### src/rtl/core/drs_pkg.sv
package drs_pkg;

  localparam int RingDepthDefault = 1024;
  localparam int TimeW = 40;
  localparam int PnW = 48;
  localparam int SizeW = 16;
  localparam int InflW = 32;
  localparam int BwW = 31;
  localparam int CntW = 16;
  localparam logic [PnW:0] MaxLead = 49'd10000;
  localparam logic [PnW-1:0] BwMax = 48'h0000_7fff_ffff;
  localparam logic [TimeW-1:0] ZeroGapDiv = 40'd5;
  localparam logic [CntW-1:0] CntMax = 16'hffff;

  typedef enum logic [2:0] {
    KIND_SENT  = 3'd0,
    KIND_ACKED = 3'd1,
    KIND_LOST  = 3'd2,
    KIND_APPL  = 3'd3,
    KIND_RMOLD = 3'd4,
    KIND_QUERY = 3'd5
  } kind_e;

  typedef struct packed {
    logic [TimeW-1:0] tx_stamp;
    logic [SizeW-1:0] size;
    logic [PnW-1:0]   acked_snap;
    logic [TimeW-1:0] last_ack;
    logic             times_known;
    logic             app_limited;
    logic             ignored;
  } entry_t;

  localparam entry_t EntryRetired = '{
    tx_stamp: '0, size: '0, acked_snap: '0, last_ack: '0,
    times_known: 1'b0, app_limited: 1'b0, ignored: 1'b1
  };

endpackage

### src/rtl/core/drs_div.sv
module drs_div (
  input  logic                         clk_i,
  input  logic                         rst_ni,
  input  logic                         start_i,
  input  logic [drs_pkg::PnW-1:0]      dividend_i,
  input  logic [drs_pkg::TimeW-1:0]    divisor_i,
  output logic                         done_o,
  output logic [drs_pkg::PnW-1:0]      quotient_o
);

  localparam int QW = drs_pkg::PnW;
  localparam int RW = drs_pkg::TimeW;
  localparam int CW = $clog2(QW);

  logic          busy_q, busy_d, done_q, done_d;
  logic [CW-1:0] cnt_q, cnt_d;
  logic [QW-1:0] quo_q, quo_d;
  logic [RW-1:0] rem_q, rem_d, dvs_q, dvs_d;
  logic [RW:0]   trial;

  always_comb begin
    busy_d = busy_q;
    done_d = 1'b0;
    cnt_d  = cnt_q;
    quo_d  = quo_q;
    rem_d  = rem_q;
    dvs_d  = dvs_q;
    trial  = {rem_q, quo_q[QW-1]};
    if (start_i) begin
      busy_d = 1'b1;
      cnt_d  = '0;
      quo_d  = dividend_i;
      rem_d  = '0;
      dvs_d  = divisor_i;
    end else if (busy_q) begin
      if (trial >= {1'b0, dvs_q}) begin
        rem_d = RW'(trial - {1'b0, dvs_q});
        quo_d = {quo_q[QW-2:0], 1'b1};
      end else begin
        rem_d = trial[RW-1:0];
        quo_d = {quo_q[QW-2:0], 1'b0};
      end
      cnt_d = cnt_q + 1'b1;
      if (cnt_q == CW'(QW - 1)) begin
        busy_d = 1'b0;
        done_d = 1'b1;
      end
    end
  end

  always_ff @(posedge clk_i or negedge rst_ni) begin
    if (!rst_ni) begin
      busy_q <= 1'b0;
      done_q <= 1'b0;
      cnt_q  <= '0;
    end else begin
      busy_q <= busy_d;
      done_q <= done_d;
      cnt_q  <= cnt_d;
    end
  end

  always_ff @(posedge clk_i) begin
    quo_q <= quo_d;
    rem_q <= rem_d;
    dvs_q <= dvs_d;
  end

  assign done_o     = done_q;
  assign quotient_o = quo_q;

endmodule

### config.mk
export PLATFORM = sky130hd
export DESIGN_NAME = drs_div
export DESIGN_NICKNAME = d
export VERILOG_FILES = /design/src/rtl/core/drs_pkg.sv /design/src/rtl/core/drs_div.sv
export SDC_FILE = /design/constraint.sdc
export NUM_CORES = 1
export LEC_CHECK = 0
export BUFFER_PORTS_ARGS = -buffer_cell sky130_fd_sc_hd__buf_2
export CAP_MARGIN = 20
export CORE_MARGIN = 4
export CORE_UTILIZATION = 61
export CTS_CLUSTER_DIAMETER = 60
export CTS_CLUSTER_SIZE = 25
export DETAILED_ROUTE_END_ITERATION = 8
export GPL_TIMING_DRIVEN = 0
export PLACE_DENSITY = 0.84
export RECOVER_POWER = 100
export SETUP_SLACK_MARGIN = 0.5
export SYNTH_ARGS = -nofsm -noshare
export SYNTH_HDL_FRONTEND = slang
export SYNTH_SLANG_ARGS = --single-unit
### constraint.sdc
create_clock -name clk_i -period 4.5 [get_ports clk_i]
set_input_delay 0.675 -clock clk_i [delete_from_list [all_inputs] [get_ports clk_i]]
set_output_delay 0.675 -clock clk_i [all_outputs]
set_load 0.005 [all_outputs]
* After elaboration in Yosys (flattened, before gate mapping)
Cells that the tools add are included.
** Word-level totals
- Logic and storage cells :: 23
- Flip-flop bits (word level) :: 136
- Input port bits :: 91
- Output and inout port bits :: 49
** Cells by class
- Add/subtract/negate cells :: 2
- $lt $le $gt $ge :: 1
- Muxes and demuxes :: 12
- Equality and inequality tests :: 1
- Reduce and logical (&&, ||, !) cells :: 1
** Operators by type and width (number)
- 2-to-1 mux 48 bit :: 2
- >= comparator 41 x 40 -> 1 bit :: 1
- 2-to-1 mux 40 bit :: 1
- subtractor 40 bit :: 1
- 2-to-1 mux 6 bit :: 2
- 2-to-1 mux 1 bit :: 7
- adder 6 x 1 -> 6 bit (second input constant) :: 1
- == test 6 bit (second input constant) :: 1
- nonzero test 2 bit :: 1

* Depth between registers and ports, before layout
- Depth after elaboration :: 4
- Depth in mapped cells :: 13
- Mapped depth without buffers :: 12

* Worst setup path before layout
Ideal clock, no wire load.
- Path type :: reg2reg
- From :: reg dvs_q[14]
- To :: reg rem_q[37]
- Library setup time :: 0.088 ns
- Clock period less this slack :: 2.720 ns
- Setup slack :: 1.780 ns
- Buffers on the path :: 2
- Arrival :: 2.632 ns
- Data required time :: 4.412 ns
- Cell stages (with the launch flop) :: 13
- Path through :: edfxtp_1 -> inv_1 -> ha_1 -> buf_6 -> a21o_1 -> a21o_1 -> a21o_1 -> o311ai_4 -> a21oi_4 -> o31ai_4 -> buf_6 -> a21oi_1 -> a311oi_2
** Between the ends
- Word-level cells in the longest chain between the ends :: 2
** Ends and longest elaborated chain
- start, declared :: line drs_div.sv:18 : logic [RW-1:0] rem_q, rem_d, dvs_q, dvs_d;
- start signal, assigned :: line drs_div.sv:66 : dvs_q <= dvs_d;
- subtractor 40 bit / >= comparator 41 x 40 -> 1 bit (equally long branches) :: line drs_div.sv:37, drs_div.sv:36
- 2-to-1 mux 40 bit (*) :: line drs_div.sv:36 : if (trial >= {1'b0, dvs_q}) begin
- end signal, assigned :: line drs_div.sv:65 : rem_q <= rem_d;
- end, declared :: line drs_div.sv:18
Every way passes the cells marked *; elsewhere a longest branch is shown, timed or not.
A chain may end at the register's enable or synchronous reset.

* Worst setup path after layout
- From :: reg rem_q[19]
- To :: reg rem_q[33]
** Between the ends
- Word-level cells in the longest chain between the ends :: 2
** Ends and longest elaborated chain (line)
- subtractor 40 bit / >= comparator 41 x 40 -> 1 bit (equally long branches) :: drs_div.sv:37, drs_div.sv:36
- 2-to-1 mux 40 bit (*) :: drs_div.sv:36
Marks and branches as above.

==> run metrics <==
largest net degree at the start of global routing 42; mapped cell area 7846 um^2; Final #Nets roughly 1100; clk sinks 136; Setup TNS 0 ns; Peak VDD IR 0.2979 mV; post-synth net total ~890; post-route cell area 9238 um^2; Avg Vias per Cell 6.002; Post-synth EDFFs 88; drt first pass iters 5; Syn Area/Cell 10.31 um^2; Synthesis Warnings 0; Pwr Total 3.117 mW; Tot GR Track Use 0.2840; worst-path fanout max 10; status finished clean; top_reg_cell synth edfxtp_1; max-slew violations 0; clock share of power 0.424; final wirelength 20.27 mm; post-CTS resize count 0; share of total power in sequential cells 0.468; Pint 2.337 mW; Skew-Pair Late Insertion Delay roughly 0.42 ns; Placer Congestion 0.9354; Core Area 12620 um^2; CP arrival 4.07 ns; die area 14740 um^2; initial antenna violation count 0; Antenna diodes 0; max cap viols 0; Pwr Density 337.4 nW/um^2; Register Area around 3600 um^2; initial DRC count 613; CTS tree built; H-tree Lvls 4; fin crit share 0.8309; I/O pin count 140; Critical path origin rem_q[19]; total CTS buffers 17; clock skew just under 0.01 ns; starting density of the core 0.6218; number of port buffers 139; switching power between 0.7 and 0.8 mW; Logic pwr share 0.108; Die W 121.4 um; row cnt 41; DR vias between 6000 and 7000; setup ws final roughly 0.76 ns; post-DR wirelength/cell 18.34 um; Pleak 4.048 nW; library cells used by synthesis 71; DP HPWL 14.62 mm; HP Class primary input to asynchronous set/reset pin; die height 121.4 um; Setup WS pre-CTS 0.9821 ns; most common cell after layout, fill and taps aside buf_2; Worst setup EP type register; RSZ-0062 raised after global routing no; drc violations 0; final setup fails 0; Final min period 3.739 ns; Max clock buf depth 2; proportion of layout cells with a drive suffix above 1 0.2219; clock slew at reported path FFs 0.06 ns; Placed Instance Area 8780 um^2; Max Clock Freq 267.4 MHz; fillers about 970; sequential area share after synthesis 0.4644; measured slew at the worst slew-check pin 0.9629 ns; CP Launch Type register; hold buffer count at cts 0; DRT antenna net count 0; Slew HR 0.3581; first-pass GRT wire length 32.87 mm; postcts setup bufs 0; area of the multi-input gates 3737 um^2; vias in the first global route 6747; Reg-to-Reg Start rem_q[19]; Mapped Cells 761; Area growth syn-to-layout 17.73%; post-synthesis async set-or-reset flop share 0.05882; switching share of total power 0.2503; CP Class register to register; global route overflow 0; register bit total from synthesis ~140; CP Data Required Time roughly 4.8 ns; CTS Root Cell clkbuf_16; most frequent cells in the layout 109 x buf_2, 88 x edfxtp_1, 66 x clkbuf_1; Final Hold Fails 0
-- power groups by stage --
stage               clock network [mW]  registers, mW  logic, mW
floorplan                            0           1.48      0.196
global placement                     0           1.48      0.330
detailed placement                   0           1.48      0.341
CTS                               1.33           1.46      0.345
global route                      1.38           1.47      0.374
finish                            1.32           1.46      0.338
-- flip-flops by register name, summed over array words and instances, names as in the netlist --
signal      count
busy_q          1
dvs_q          40
quotient_o     48
done_o          1
cnt_q           6
rem_q          40
-- layout make-up --
cell class                 count  share of cell area
multi-input combinational    528              0.4046
sequential                   136              0.3944
timing repair buffer         140             0.07287
clock buffer                  18             0.04646
tap                          172             0.02330
buffer                        43             0.02303
inverter                      54             0.02194
clock inverter                14             0.01341
-- worst max-delay path: stages, from the launching register on --
cell and delay, ns:
dfxtp_1 0.35, ha_1 0.30, clkbuf_1 0.17, a21oi_1 0.23, o21a_1 0.17, o21ai_0 0.16
a221oi_1 0.46, a21oi_1 0.32, o31ai_4 0.50, clkbuf_1 0.52, nand2_1 0.11, o211a_1 0.16
nor3_1 0.19
-- worst paths after layout --
check | end | slack [ns] | depth (start not counted)
setup reg to reg | rem_q[33] | 0.76 | 12
hold / removal | done_o | 0.15 | 1
hold reg to reg | rem_q[1] | 0.49 | 2
min in group clk_i | dvs_q[0] | 0.42 | 1
max in group asynchronous | cnt_q[1] | 4.05 | 1
setup / recovery | rem_q[33] | 0.76 | 12
-- routing by layer --
metal	vias up	track usage	routed length, um	part of all wire
li1	3118	-	-	-
met1	3134	0.3392	8014	0.40
met2	325	0.4674	9645	0.48
met3	55	0.09650	1943	0.096
met4	0	0.1211	664	0.033
met5	-	0	0	0
-- cells in the mapped netlist, types with 4 or more instances --
cell | number | area, um^2
a211oi_1 | 26 | 195.2
a21o_1 | 21 | 157.7
a21oi_1 | 60 | 300.3
a311oi_1 | 9 | 78.83
a31oi_1 | 5 | 31.28
and2_1 | 4 | 25.02
and3_1 | 8 | 50.05
buf_2 | 5 | 25.02
buf_6 | 7 | 78.83
clkbuf_1 | 25 | 93.84
dfrtp_1 | 8 | 200.2
dfxtp_1 | 40 | 800.8
edfxtp_1 | 88 | 2643
ha_1 | 41 | 513.0
inv_1 | 54 | 202.7
mux2_2 | 48 | 540.5
mux2i_1 | 5 | 50.05
nand2_1 | 57 | 214.0
nand2b_1 | 4 | 25.02
nand3_1 | 13 | 65.06
nand4_1 | 14 | 87.58
nor2_1 | 65 | 244.0
nor2b_1 | 4 | 25.02
nor3_1 | 10 | 50.05
o211ai_1 | 6 | 45.04
o21a_1 | 6 | 45.04
o21ai_0 | 22 | 110.1
o21bai_1 | 4 | 30.03
o22ai_1 | 4 | 25.02
or3_1 | 6 | 37.54
xnor2_1 | 18 | 157.7
xor2_1 | 18 | 157.7
-- cells by family after synthesis --
group                      after synthesis  synth area share
AOI/OAI and AO/OA                      202            0.1821
xor gates and xnor gates                36           0.04018
adders and majority gates               42           0.06793
buffers and inverters                   97           0.05501
DFF                                    136            0.4644
muxes                                   53           0.07527
and+or+nand+nor                        195            0.1151
-- metrics by stage --
step,hold slack (ns),std cells,utilization
2_1_floorplan,0.3794,761,-
3_3_place_gp,0.4744,1072,0.6939
3_5_place_dp,0.4783,1073,0.6957
4_1_cts,0.07200,1105,0.7395
5_1_grt,0.1792,1105,0.7320
6_report,0.1517,1105,0.7320
(Power assumes the default switching activity.)
