**config.mk**
```make
export PLATFORM = sky130hd
export DESIGN_NAME = drs_ram
export DESIGN_NICKNAME = d
export VERILOG_FILES = /design/src/rtl/core/drs_ram.sv
export SDC_FILE = /design/constraint.sdc
export NUM_CORES = 1
export LEC_CHECK = 0
export ABC_AREA = 1
export BUFFER_PORTS_ARGS = -buffer_cell sky130_fd_sc_hd__buf_2
export CAP_MARGIN = 15
export CORE_ASPECT_RATIO = 0.8
export CORE_MARGIN = 8
export CORE_UTILIZATION = 55
export CTS_CLUSTER_SIZE = 16
export DETAILED_ROUTE_END_ITERATION = 16
export GPL_ROUTABILITY_DRIVEN = 0
export GPL_TIMING_DRIVEN = 0
export PLACE_DENSITY = 0.75
export SKIP_LAST_GASP = 1
export SLEW_MARGIN = 10
export SYNTH_ARGS = -nofsm -noshare
export SYNTH_HDL_FRONTEND = slang
export SYNTH_SLANG_ARGS = --single-unit
```
**constraint.sdc**
```tcl
create_clock -name clk_i -period 1.2 [get_ports clk_i]
set_clock_uncertainty 0.15 [all_clocks]
set_input_delay 0.12 -clock clk_i [delete_from_list [all_inputs] [get_ports clk_i]]
set_output_delay 0.12 -clock clk_i [all_outputs]
set_load 0.005 [all_outputs]
```
**src/rtl/core/drs_ram.sv**
```systemverilog
module drs_ram #(
  parameter int Width = 8,
  parameter int Depth = 16
) (
  input  logic                     clk_i,
  input  logic                     we_i,
  input  logic [$clog2(Depth)-1:0] waddr_i,
  input  logic [Width-1:0]         wdata_i,
  input  logic                     re_i,
  input  logic [$clog2(Depth)-1:0] raddr_i,
  output logic [Width-1:0]         rdata_o
);

  logic [Width-1:0] mem [Depth];
  logic [Width-1:0] rdata_q;

  always_ff @(posedge clk_i) begin
    if (we_i) begin
      mem[waddr_i] <= wdata_i;
    end
    if (re_i) begin
      rdata_q <= mem[raddr_i];
    end
  end

  assign rdata_o = rdata_q;

endmodule

```
* Word level (Yosys, flattened, before mapping)
Memories as Yosys holds them, arrays and structs flattened. A register that Yosys moved wholly into a read port is not among the register bits.
Cells that the tools add are included.
** Cells by class
- Muxes and demuxes :: 2
** Operators by type and width (count)
- 1-bit 2-to-1 mux :: 2
** Word-level totals
- Word-level logic and storage cells :: 3
- Memories kept :: 1
- Register bits after elaboration :: 0
- RAM bits :: 128
- Output and inout port bits :: 8
** Memories
- mem :: depth 16, width 8, read ports 1, clocked after Yosys merged registers in 1, wr ports 1, RTL line 14 : logic [Width-1:0] mem [Depth];

* Longest topological paths before layout
Gate-level depths: netlist (run 1).
- Depth after elaboration :: 2
- Mapped depth :: 8
- Gate-level depth less buffers :: 7

* Worst setup path after synthesis (run 1)
No wires, ideal clock.
- Path kind :: input -> register
- From :: input waddr_i[3]
- To :: memory mem[4][0], enable pin
- Library setup time :: 0.370 ns
- Stages :: 2
- Path slack :: -0.021 ns
- Arrival :: 0.701 ns
- Required time :: 0.680 ns
- Path through :: nand3b_1 > nor2_1
** RTL lines
- start: declaration :: RTL line 7 : input logic [$clog2(Depth)-1:0] waddr_i,
- end: declaration :: RTL line 14
Straight into the memory's write port.

* Worst setup path in the final report (run 1)
- From :: input waddr_i[3]
- To :: memory mem[5][3], enable pin
Straight into the memory's write port.

==> flow_summary.json, run 1 <==
{
  "synthFlopType": "edfxtp_1",
  "die_y_um": 108,
  "tritoncts": "built",
  "io_buffers": 23,
  "crit_slowest_cell": "nor2_1",
  "clock-sinks": 136,
  "power_density_mw_per_mm2": 1630,
  "violations": "setup timing",
  "regToRegStartpoint": "mem[6][5]",
  "synth.top_cells.by_count": "173 x nand2_1, 136 x edfxtp_1, 100 x inv_1, 97 x nand3_1, 17 x nor2_1",
  "ioPinCount": 27,
  "cp_data_arrival_time_ns": 1.21,
  "synth_cell_types": 11,
  "cts_made_buffers": 17,
  "p_leak_nw": 3.02,
  "drc": 0,
  "worstMarginPinSlew_ns": 0.918,
  "fill_cells": 732,
  "n_antenna_cell": 0,
  "area_growth_syn_to_layout_pct": 20.2,
  "synth_nets": 570,
  "grt_overflow": 0,
  "grt_first_pass_wirelength_mm": 21.6,
  "grt_max_degree": 17,
  "critical-path-max-stage-delay_ns": 0.73,
  "worstRegToRegCells": 6,
  "std_cell_rows": 33,
  "ys_ff_latch": 136,
  "vdd_drop_max_uv": 1060,
  "cp_top_family": "simple AND/OR/NAND/NOR gates",
  "final.setup.tns_ns": -3.47,
  "wirelength_mm": 14.3,
  "slew_headroom": 0.386,
  "synthArstFlopShare": 0,
  "hold_class": "in -> reg",
  "die_w_um": 131,
  "clock.fmax_mhz": 752,
  "wl_per_cell_um": 19.0,
  "antenna_found_initial": 0,
  "crit_path_cell_trace": "buf_2 > nand3b_1 > nor2_1",
  "synth_top_cell_by_area": "edfxtp_1",
  "cts-root-buf": "clkbuf_16",
  "fin_hold_ws_ns": 0.00359,
  "htreeDepth": 4,
  "crit_start": "waddr_i[3]",
  "hold_viol": 0,
  "drive_above_1_share": 0.212,
  "path_class": "in -> reg",
  "syn_avg_cell_area_um2": 10.6,
  "drtIter0Drc": 475,
  "rrSetupSlack_ns": -0.12,
  "path_buf_inv": 1,
  "rsz0062_at_grt": "true",
  "num_vias": 4112,
  "grt_usage": 0.206,
  "start_util": 0.569,
  "dr.pass1.iters": 5,
  "cp-end-kind": "flop",
  "syn_inst": 551,
  "postRouteAntennaNets": 0,
  "maxCapViolCount": 0,
  "synth_edf_count": 136,
  "timing.final.ws_setup_ns": -0.129,
  "critPathMaxFanout": 8,
  "min_period_ns": 1.33,
  "period_share": 1.11,
  "clockBufferDepth": 2,
  "coreArea_mm2": 0.0103,
  "yosysMostFrequentCell": "nand2_1",
  "worstSkewPairLatency_ns": 0.42,
  "synth.area.top_cells": "edfxtp_1 70%, nand2_1 11%, nand3_1 8.3%",
  "endpoint": "mem[5][3]",
  "netlist_area_mm2": 0.00585,
  "finalSetupViolations": 40,
  "holdPathStages": 1,
  "yosys_warnings": 0,
  "status": "finished, violations left",
  "hpwlAfterDp_mm": 9.10,
  "r2r-end": "rdata_o[5]",
  "worstPathRequired_ns": 1.09,
  "vias_per_cell": 5.46,
  "synth_top_area_frac": 0.698,
  "worst-path-stages": 3,
  "clk_pin_slew_worst_paths_ns": 0.05,
  "die_area_mm2": 0.0142,
  "post_cts_buffers": 0,
  "seq_area_frac_synth": 0.698,
  "grt_pass1_vias": 3966,
  "critPathLaunchType": "primary input",
  "slew_violations": 0,
  "fin_nets": 620
}
## per-stage QoR
| stage | util | setup slack, ns | instance area, µm² | total power [mW] | std cells |
|---|---|---|---|---|---|
| 6_report | 0.684 | -0.129 | 7030 | 11.4 | 753 |
| 5_1_grt | 0.684 | -0.159 | 7030 | 11.7 | 753 |
| 4_1_cts | 0.670 | -0.0915 | 6890 | 11.4 | 753 |
| 3_5_place_dp | 0.597 | -0.564 | 6140 | 6.15 | 714 |
| 3_3_place_gp | 0.597 | -0.555 | 6140 | 6.13 | 714 |
| 2_1_floorplan | - | -0.0208 | 5850 | 5.85 | 551 |
## timing repair
| item | CTS | global route |
|---|---|---|
| pin swaps | 7 | 17 |
| hold buffers | 8 | 0 |
| gates cloned | 0 | 0 |
| resized for setup | 19 | 37 |
| hold endpoints to repair | 105 | 0 |
| endpoints found under the setup margin | 72 | 92 |
## metal layers
layer  track usage  vias up  wire [µm]
met5             0        -          0
met4        0.0842        0        231
met3        0.0579       25       1390
met2         0.336      227       6880
met1         0.258     1981       5790
li1              -     1879          -
## state kept, by name, indices dropped and copies added, names as in the netlist
signal	count
rdata_o	8
mem	128
## cell type report
class	instances	area, µm²	share of cell area
Clock buffer	20	437	0.0621
Multi-Input combinational cell	289	1430	0.204
Buffer	24	166	0.0237
Tap cell	140	175	0.0249
Timing Repair Buffer	31	195	0.0278
Clock inverter	11	155	0.0221
Inverter	102	383	0.0545
Sequential cell	136	4080	0.581
## cell families after synthesis
logic type,after synthesis,share of synthesized area
simple gates,289,0.208
flops,136,0.698
buf+inv,126,0.0939
## placed cells by master, fill, tap and decap left out, types with 2 or more instances in the layout
| master | synthesis | routed |
|---|---|---|
| nand3b_1 | 2 | 2 |
| buf_6 | 6 | 6 |
| buf_2 | 13 | 36 |
| edfxtp_1 | 136 | 136 |
| clkbuf_16 | 0 | 17 |
| buf_4 | 4 | 4 |
| bufinv_16 | 0 | 4 |
| dlygate4sd3_1 | 0 | 8 |
| clkbuf_1 | 0 | 3 |
| clkinv_2 | 0 | 4 |
| nand3_2 | 0 | 34 |
| inv_1 | 100 | 98 |
| nand2_1 | 173 | 163 |
| nand3_1 | 97 | 63 |
| nor2_1 | 17 | 7 |
| nor2_2 | 0 | 10 |
| nand2_2 | 0 | 10 |
| inv_2 | 2 | 4 |
| clkinv_1 | 0 | 2 |
## worst reg2reg max path, delay by kind of cell (launching register included)
family        cells  cell delay, ns
buf+inv           1            0.07
flops             1            0.38
simple gates      5            0.48
## how the worst min path moves through the flow
| stage | start | end |
|---|---|---|
| final | wdata_i[5] | mem[0][5] |
| after global routing | wdata_i[5] | mem[2][5] |
| after CTS | wdata_i[5] | mem[0][5] |
| after detailed placement | re_i | rdata_o[7] |
| after global placement | re_i | rdata_o[7] |
| after floorplan | wdata_i[0] | mem[0][0] |
## report_power, final
group	internal, mW	total (mW)	switching [mW]	leakage [nW]
combinational	0.240	0.781	0.541	1.49
clock	3.43	5.27	1.84	0.288
sequential	5.36	5.38	0.0249	1.24
total	9.02	11.4	2.40	3.02
No activity file was read; power rests on OpenSTA's default activity.
==> run 2: changes to the inputs <==
--- a/config.mk
+++ b/config.mk
@@ -5,17 +5,17 @@
 export SDC_FILE = /design/constraint.sdc
 export NUM_CORES = 1
 export LEC_CHECK = 0
-export ABC_AREA = 1
+export ABC_AREA = 0
 export BUFFER_PORTS_ARGS = -buffer_cell sky130_fd_sc_hd__buf_2
 export CAP_MARGIN = 15
 export CORE_ASPECT_RATIO = 0.8
 export CORE_MARGIN = 8
-export CORE_UTILIZATION = 55
+export CORE_UTILIZATION = 54
 export CTS_CLUSTER_SIZE = 16
 export DETAILED_ROUTE_END_ITERATION = 16
 export GPL_ROUTABILITY_DRIVEN = 0
 export GPL_TIMING_DRIVEN = 0
-export PLACE_DENSITY = 0.75
+export PLACE_DENSITY = 0.74
 export SKIP_LAST_GASP = 1
 export SLEW_MARGIN = 10
 export SYNTH_ARGS = -nofsm -noshare
==> flow_summary.json, run 2 <==
{
  "pwr-share-clk": 0.490,
  "largest_register_ffs": 128,
  "hpwlAfterDp_mm": 6.51,
  "power_density_mw_per_mm2": 1820,
  "cts_made_buffers": 17,
  "synth_top_cell_by_area": "edfxtp_1",
  "start_util": 0.549,
  "synth-simple-area-share": 0.0314,
  "timing.final.ws_setup_ns": -0.423,
  "num_vias": 2493,
  "regMostFlops": "mem",
  "fin_util": 0.676,
  "slew_headroom": 0.431,
  "syn_inst": 229,
  "synth_cell_types": 18,
  "worstMarginPinSlew_ns": 0.850,
  "p_leak_nw": 2.10,
  "holdPathStages": 2,
  "seq_area_frac_synth": 0.781,
  "synthArstFlopShare": 0,
  "finalSetupViolations": 25,
  "p_sw_mw": 2.26,
  "n_antenna_cell": 0,
  "dr.pass1.iters": 4,
  "worstPathRequired_ns": 1.19,
  "synth_nets": 248,
  "slew_violations": 0,
  "grt_usage": 0.170,
  "std_cell_rows": 32,
  "tritoncts": "built",
  "cp_data_arrival_time_ns": 1.62,
  "maxCapViolCount": 0,
  "final_common_cell": "edfxtp_1",
  "htreeDepth": 4,
  "internal_power_mw": 9.48,
  "synth_edf_count": 136,
  "syn_avg_cell_area_um2": 22.8,
  "min_period_ns": 1.62,
  "synth_compound_area_frac": 0.0230,
  "grt_overflow": 0,
  "worstRegToRegCells": 3,
  "vias_per_cell": 5.96,
  "rsz0062_at_grt": "true",
  "fill_cells": 596,
  "worstSkewPairLatency_ns": 0.41,
  "regToRegStartpoint": "mem[3][7]",
  "vdd_drop_max_uv": 1630,
  "synth.area.top_cells": "edfxtp_1 78%, mux4_2 7.8%, mux4_1 7.0%",
  "period_share": 1.35,
  "hold-path-endpoint": "mem[12][1]",
  "drtIter0Drc": 205,
  "netlist_area_mm2": 0.00523,
  "ioPinCount": 27,
  "synth_top_area_frac": 0.781,
  "ys_ff_latch": 136,
  "p_sw_frac": 0.192,
  "hold_viol": 0,
  "clock.fmax_mhz": 616,
  "io_buffers": 25,
  "die_y_um": 104,
  "critPathLaunchType": "flop",
  "synth_top_family_by_area": "multiplexers",
  "grt_pass1_vias": 2699,
  "die_w_um": 126,
  "clk_pin_slew_worst_paths_ns": 0.06,
  "path_class": "reg -> reg",
  "clockBufferDepth": 2,
  "cp-end-kind": "flop",
  "postRouteAntennaNets": 0,
  "final.setup.tns_ns": -3.80,
  "critPathMaxFanout": 1,
  "wirelength_mm": 10.5,
  "coreArea_mm2": 0.00953,
  "status": "finished, violations left",
  "grt_max_degree": 17,
  "rrSetupSlack_ns": -0.42,
  "drc": 0,
  "die_area_mm2": 0.0131,
  "fin_nets": 305,
  "synth.top_cells.by_count": "136 x edfxtp_1, 18 x mux4_2, 16 x a22oi_1, 14 x mux4_1, 13 x nor2_1",
  "clock-sinks": 136,
  "synthAdderAreaFrac": 0,
  "r2r-end": "rdata_o[7]",
  "yosysMostFrequentCell": "edfxtp_1",
  "cts-root-buf": "clkbuf_16",
  "grt_first_pass_wirelength_mm": 15.9,
  "synth.area.mux_share": 0.148,
  "hold_class": "in -> reg",
  "p_seq_frac": 0.458,
  "violations": "setup timing",
  "antenna_found_initial": 0,
  "yosys_warnings": 0,
  "crit_start": "mem[3][7]",
  "synthFlopType": "edfxtp_1",
  "min_from": "waddr_i[1]",
  "pwr-share-comb": 0.052,
  "yosys.area_share.xor_xnor": 0,
  "area_growth_syn_to_layout_pct": 23.1,
  "layout_common_cells": "136 x edfxtp_1, 32 x mux4_2, 28 x buf_2",
  "drive_above_1_share": 0.428,
  "wl_per_cell_um": 25.0
}
run 2: changes by cell type after synthesis, sizes merged, moves of 2 or more:
cell	delta
clkdlybuf4s25	+3
buf	-17
nand3	-96
a22oi	+16
inv	-102
nand2b	+2
nand2	-164
nor2	-4
nor3	+4
mux4	+32
run 2: routing by layer:
| layer | track usage | up-vias | part of all wire |
|---|---|---|---|
| met5 | 0 | - | 0 |
| met3 | 0.0523 | 17 | 0.055 |
| li1 | - | 1087 | - |
| met4 | 0.0703 | 0 | 0.016 |
| met1 | 0.220 | 1304 | 0.44 |
| met2 | 0.265 | 85 | 0.49 |
run 2: logic make-up (layout without fill, tap and decap cells):
logic type | Yosys count | after routing
flip-flops | 136 | 136
AND/OR/NAND/NOR | 35 | 35
multiplexers | 32 | 32
AO/OA/AOI/OAI | 16 | 16
buffers and inverters | 10 | 80
run 2: what timing repair did:
item                                    in CTS  in global routing
endpoints found under the setup margin      58                 60
resized for setup                           13                  9
pin swaps                                    8                  0
hold buffers                                 9                  0
endpoints found under the hold margin      136                  0
setup buffers                                4                  0
run 2: power groups by stage:
stage	combinational [mW]	sequential [mW]	clock [mW]
floorplan	0.310	5.47	0
finish	0.607	5.38	5.75
CTS	0.593	5.38	5.80
detailed placement	0.543	5.48	0
global route	0.648	5.39	5.99
global placement	0.531	5.47	0
run 2: through the flow:
| stage | power, mW | cell area (µm²) | setup WS, ns | hold slack (ns) | instances |
|---|---|---|---|---|---|
| global route | 12.0 | 6440 | -0.456 | 0.121 | 418 |
| global placement | 6.00 | 5570 | -0.584 | 0.310 | 373 |
| CTS | 11.8 | 6390 | -0.430 | 0.0869 | 418 |
| detailed placement | 6.02 | 5570 | -0.613 | 0.314 | 373 |
| finish | 11.7 | 6440 | -0.423 | 0.118 | 418 |
| floorplan | 5.78 | 5300 | -0.270 | 0.0689 | 229 |
run 2: critical path, cell delays in order, from the launching register on:
cell,delay (ns)
edfxtp_1,0.36
mux4_2,0.52
a22oi_2,0.21
nand2_1,0.12
run 2: worst max-delay path by stage:
| stage | endpoint | cells after the start |
|---|---|---|
| 2_1_floorplan | rdata_o[1] | 5 |
| 3_3_place_gp | rdata_o[0] | 5 |
| 3_5_place_dp | mem[0][1] | 3 |
| 4_1_cts | rdata_o[7] | 3 |
| 5_1_grt | rdata_o[7] | 3 |
| 6_report | rdata_o[7] | 3 |
run 2: final cells by class:
type	count	area [µm²]	share of cell area
clock buffers	17	425	0.0661
well taps	119	149	0.0231
repair buffers	38	245	0.0381
plain buffers	10	120	0.0187
multi-input cells	83	1180	0.184
flip-flops and latches	136	4080	0.634
clock inverters	15	231	0.0360
==> run 3: changes to the inputs <==
--- a/config.mk
+++ b/config.mk
@@ -16,6 +16,7 @@
 export GPL_ROUTABILITY_DRIVEN = 0
 export GPL_TIMING_DRIVEN = 0
 export PLACE_DENSITY = 0.74
+export SETUP_SLACK_MARGIN = 0.5
 export SKIP_LAST_GASP = 1
 export SLEW_MARGIN = 10
 export SYNTH_ARGS = -nofsm -noshare
==> flow_summary.json, run 3 (same netlist as run 2, synthesis figures left out) <==
{
  "critPathMaxFanout": 1,
  "crit_slowest_cell": "mux4_2",
  "num_vias": 2638,
  "p_sw_mw": 2.16,
  "p_leak_nw": 2.27,
  "drive_above_1_share": 0.473,
  "slew_headroom": 0.490,
  "tritoncts": "built",
  "regToRegStartpoint": "mem[1][6]",
  "regArea_mm2": 0.00408,
  "area_growth_syn_to_layout_pct": 29.7,
  "clock.fmax_mhz": 627,
  "r2r-end": "rdata_o[6]",
  "worstMarginPinSlew_ns": 0.762,
  "hpwlAfterDp_mm": 6.47,
  "clk_pin_slew_worst_paths_ns": 0.06,
  "rrSetupSlack_ns": -0.39,
  "slew_violations": 0,
  "path_class": "reg -> reg",
  "worstPathRequired_ns": 1.20,
  "htreeDepth": 4,
  "maxCapViolCount": 0,
  "die_area_mm2": 0.0131,
  "p_sw_frac": 0.195,
  "drc": 0,
  "internal_power_mw": 8.90,
  "crit_path_cell_trace": "mux4_2 > a22oi_2 > nand2_1",
  "hold_viol": 136,
  "critical-path-max-stage-delay_ns": 0.49,
  "vdd_drop_max_uv": 1650,
  "fill_cells": 567,
  "wirelength_mm": 11.1,
  "final_common_cell": "edfxtp_1",
  "hold-path-endpoint": "rdata_o[0]",
  "cts_made_buffers": 17,
  "critPathLaunchType": "flop",
  "wl_per_cell_um": 25.3,
  "grt_pass1_vias": 2792,
  "die_w_um": 126,
  "power_density_mw_per_mm2": 1630,
  "layout_common_cells": "136 x edfxtp_1, 32 x mux4_2, 23 x buf_2",
  "place_area_mm2": 0.00565,
  "grt_max_degree": 17,
  "fin_util": 0.712,
  "violations": "hold timing, setup timing",
  "finalSetupViolations": 8,
  "min_period_ns": 1.59,
  "clock-sinks": 136,
  "grt_overflow": 0,
  "final_area_mm2": 0.00678,
  "io_buffers": 25,
  "power_mw": 11.1,
  "final.setup.tns_ns": -2.90,
  "hold_class": "in -> reg",
  "status": "finished, violations left",
  "grt_usage": 0.181,
  "worstRegToRegCells": 3,
  "min_from": "re_i",
  "largest_register_ffs": 128,
  "holdPathStages": 1,
  "regMostFlops": "mem",
  "n_antenna_cell": 0,
  "period_share": 1.33,
  "pwr-share-clk": 0.452,
  "cts-root-buf": "clkbuf_16",
  "vias_per_cell": 6.02,
  "die_y_um": 104,
  "timing.final.ws_setup_ns": -0.394,
  "drtIter0Drc": 288,
  "cp-end-kind": "flop",
  "postRouteAntennaNets": 0,
  "worstSkewPairLatency_ns": 0.41,
  "fin_nets": 325,
  "multi_input_area_mm2": 0.00120,
  "cp_data_arrival_time_ns": 1.59,
  "rsz0062_at_grt": "true",
  "antenna_found_initial": 0,
  "clockBufferDepth": 2,
  "grt_first_pass_wirelength_mm": 17.0,
  "dr.pass1.iters": 6,
  "std_cell_rows": 32,
  "pwr-share-comb": 0.061,
  "p_seq_frac": 0.487,
  "ioPinCount": 27,
  "start_util": 0.549,
  "fin_hold_ws_ns": -0.0654,
  "coreArea_mm2": 0.00953
}
==> run 3: cell count changes in the layout (fill, tap and decap cells not counted), moves of 3 or more <==
cell / change
buf_6: +18
buf_12: +15
dlygate4sd3_1: -9
buf_2: -5
a22oi_1: +4
a22oi_2: -4
bufinv_16: -3
clkbuf_1: +3
clkinvlp_4: -3
==> run 3: power groups by stage <==
| stage | Combinational, mW | Clock [mW] | Sequential [mW] |
|---|---|---|---|
| floorplan | 0.329 | 0 | 5.47 |
| global placement | 0.547 | 0 | 5.47 |
| detailed placement | 0.562 | 0 | 5.48 |
| CTS | 0.658 | 5.03 | 5.38 |
| global route | 0.724 | 5.24 | 5.39 |
| finish | 0.678 | 4.99 | 5.38 |
==> run 3: through the flow <==
stage	hold slack [ns]	setup slack (ns)	instances
after floorplan	0.0689	-0.270	229
after global placement	0.343	-0.549	373
after detailed placement	0.344	-0.606	373
after CTS	-0.0791	-0.399	433
after global routing	-0.0714	-0.437	438
final	-0.0654	-0.394	438
==> run 3: area by class of cell <==
type                    count  share of cell area
flip-flops and latches    136               0.602
well taps                 119              0.0220
multi-input cells          83               0.177
clock inverters            12              0.0196
plain buffers              10              0.0177
clock buffers              20              0.0644
repair buffers             58              0.0967
==> run 3: routing by layer <==
metal | share of wire | vias to the layer above | wire (µm) | global-route usage
met1 | 0.38 | 1372 | 4250 | 0.230
met4 | 0.012 | 0 | 130 | 0.0600
li1 | - | 1126 | - | -
met3 | 0.092 | 13 | 1020 | 0.0620
met2 | 0.51 | 127 | 5690 | 0.288
met5 | 0 | - | 0 | 0
==> run 3: how the worst max path moves through the flow <==
stage	start	to	cells past startpoint
after floorplan	raddr_i[0]	rdata_o[1]	5
after global placement	waddr_i[2]	mem[0][3]	3
after detailed placement	waddr_i[2]	mem[0][1]	3
after CTS	mem[1][0]	rdata_o[0]	3
after global routing	mem[1][6]	rdata_o[6]	3
final	mem[1][6]	rdata_o[6]	3
==> run 3: worst max-delay path, delay by kind of cell, from the launching register on <==
kind	cells	cell delay (ns)
compound gates	1	0.22
flops	1	0.39
mux	1	0.49
simple gates	1	0.08
==> run 3: repair_timing <==
item                                   in CTS  in global routing
buffers inserted                           28                  5
endpoints found under the hold margin     138                136
pin swaps                                  20                 13
setup endpoints to repair                 144                144
resized for setup                          36                  4
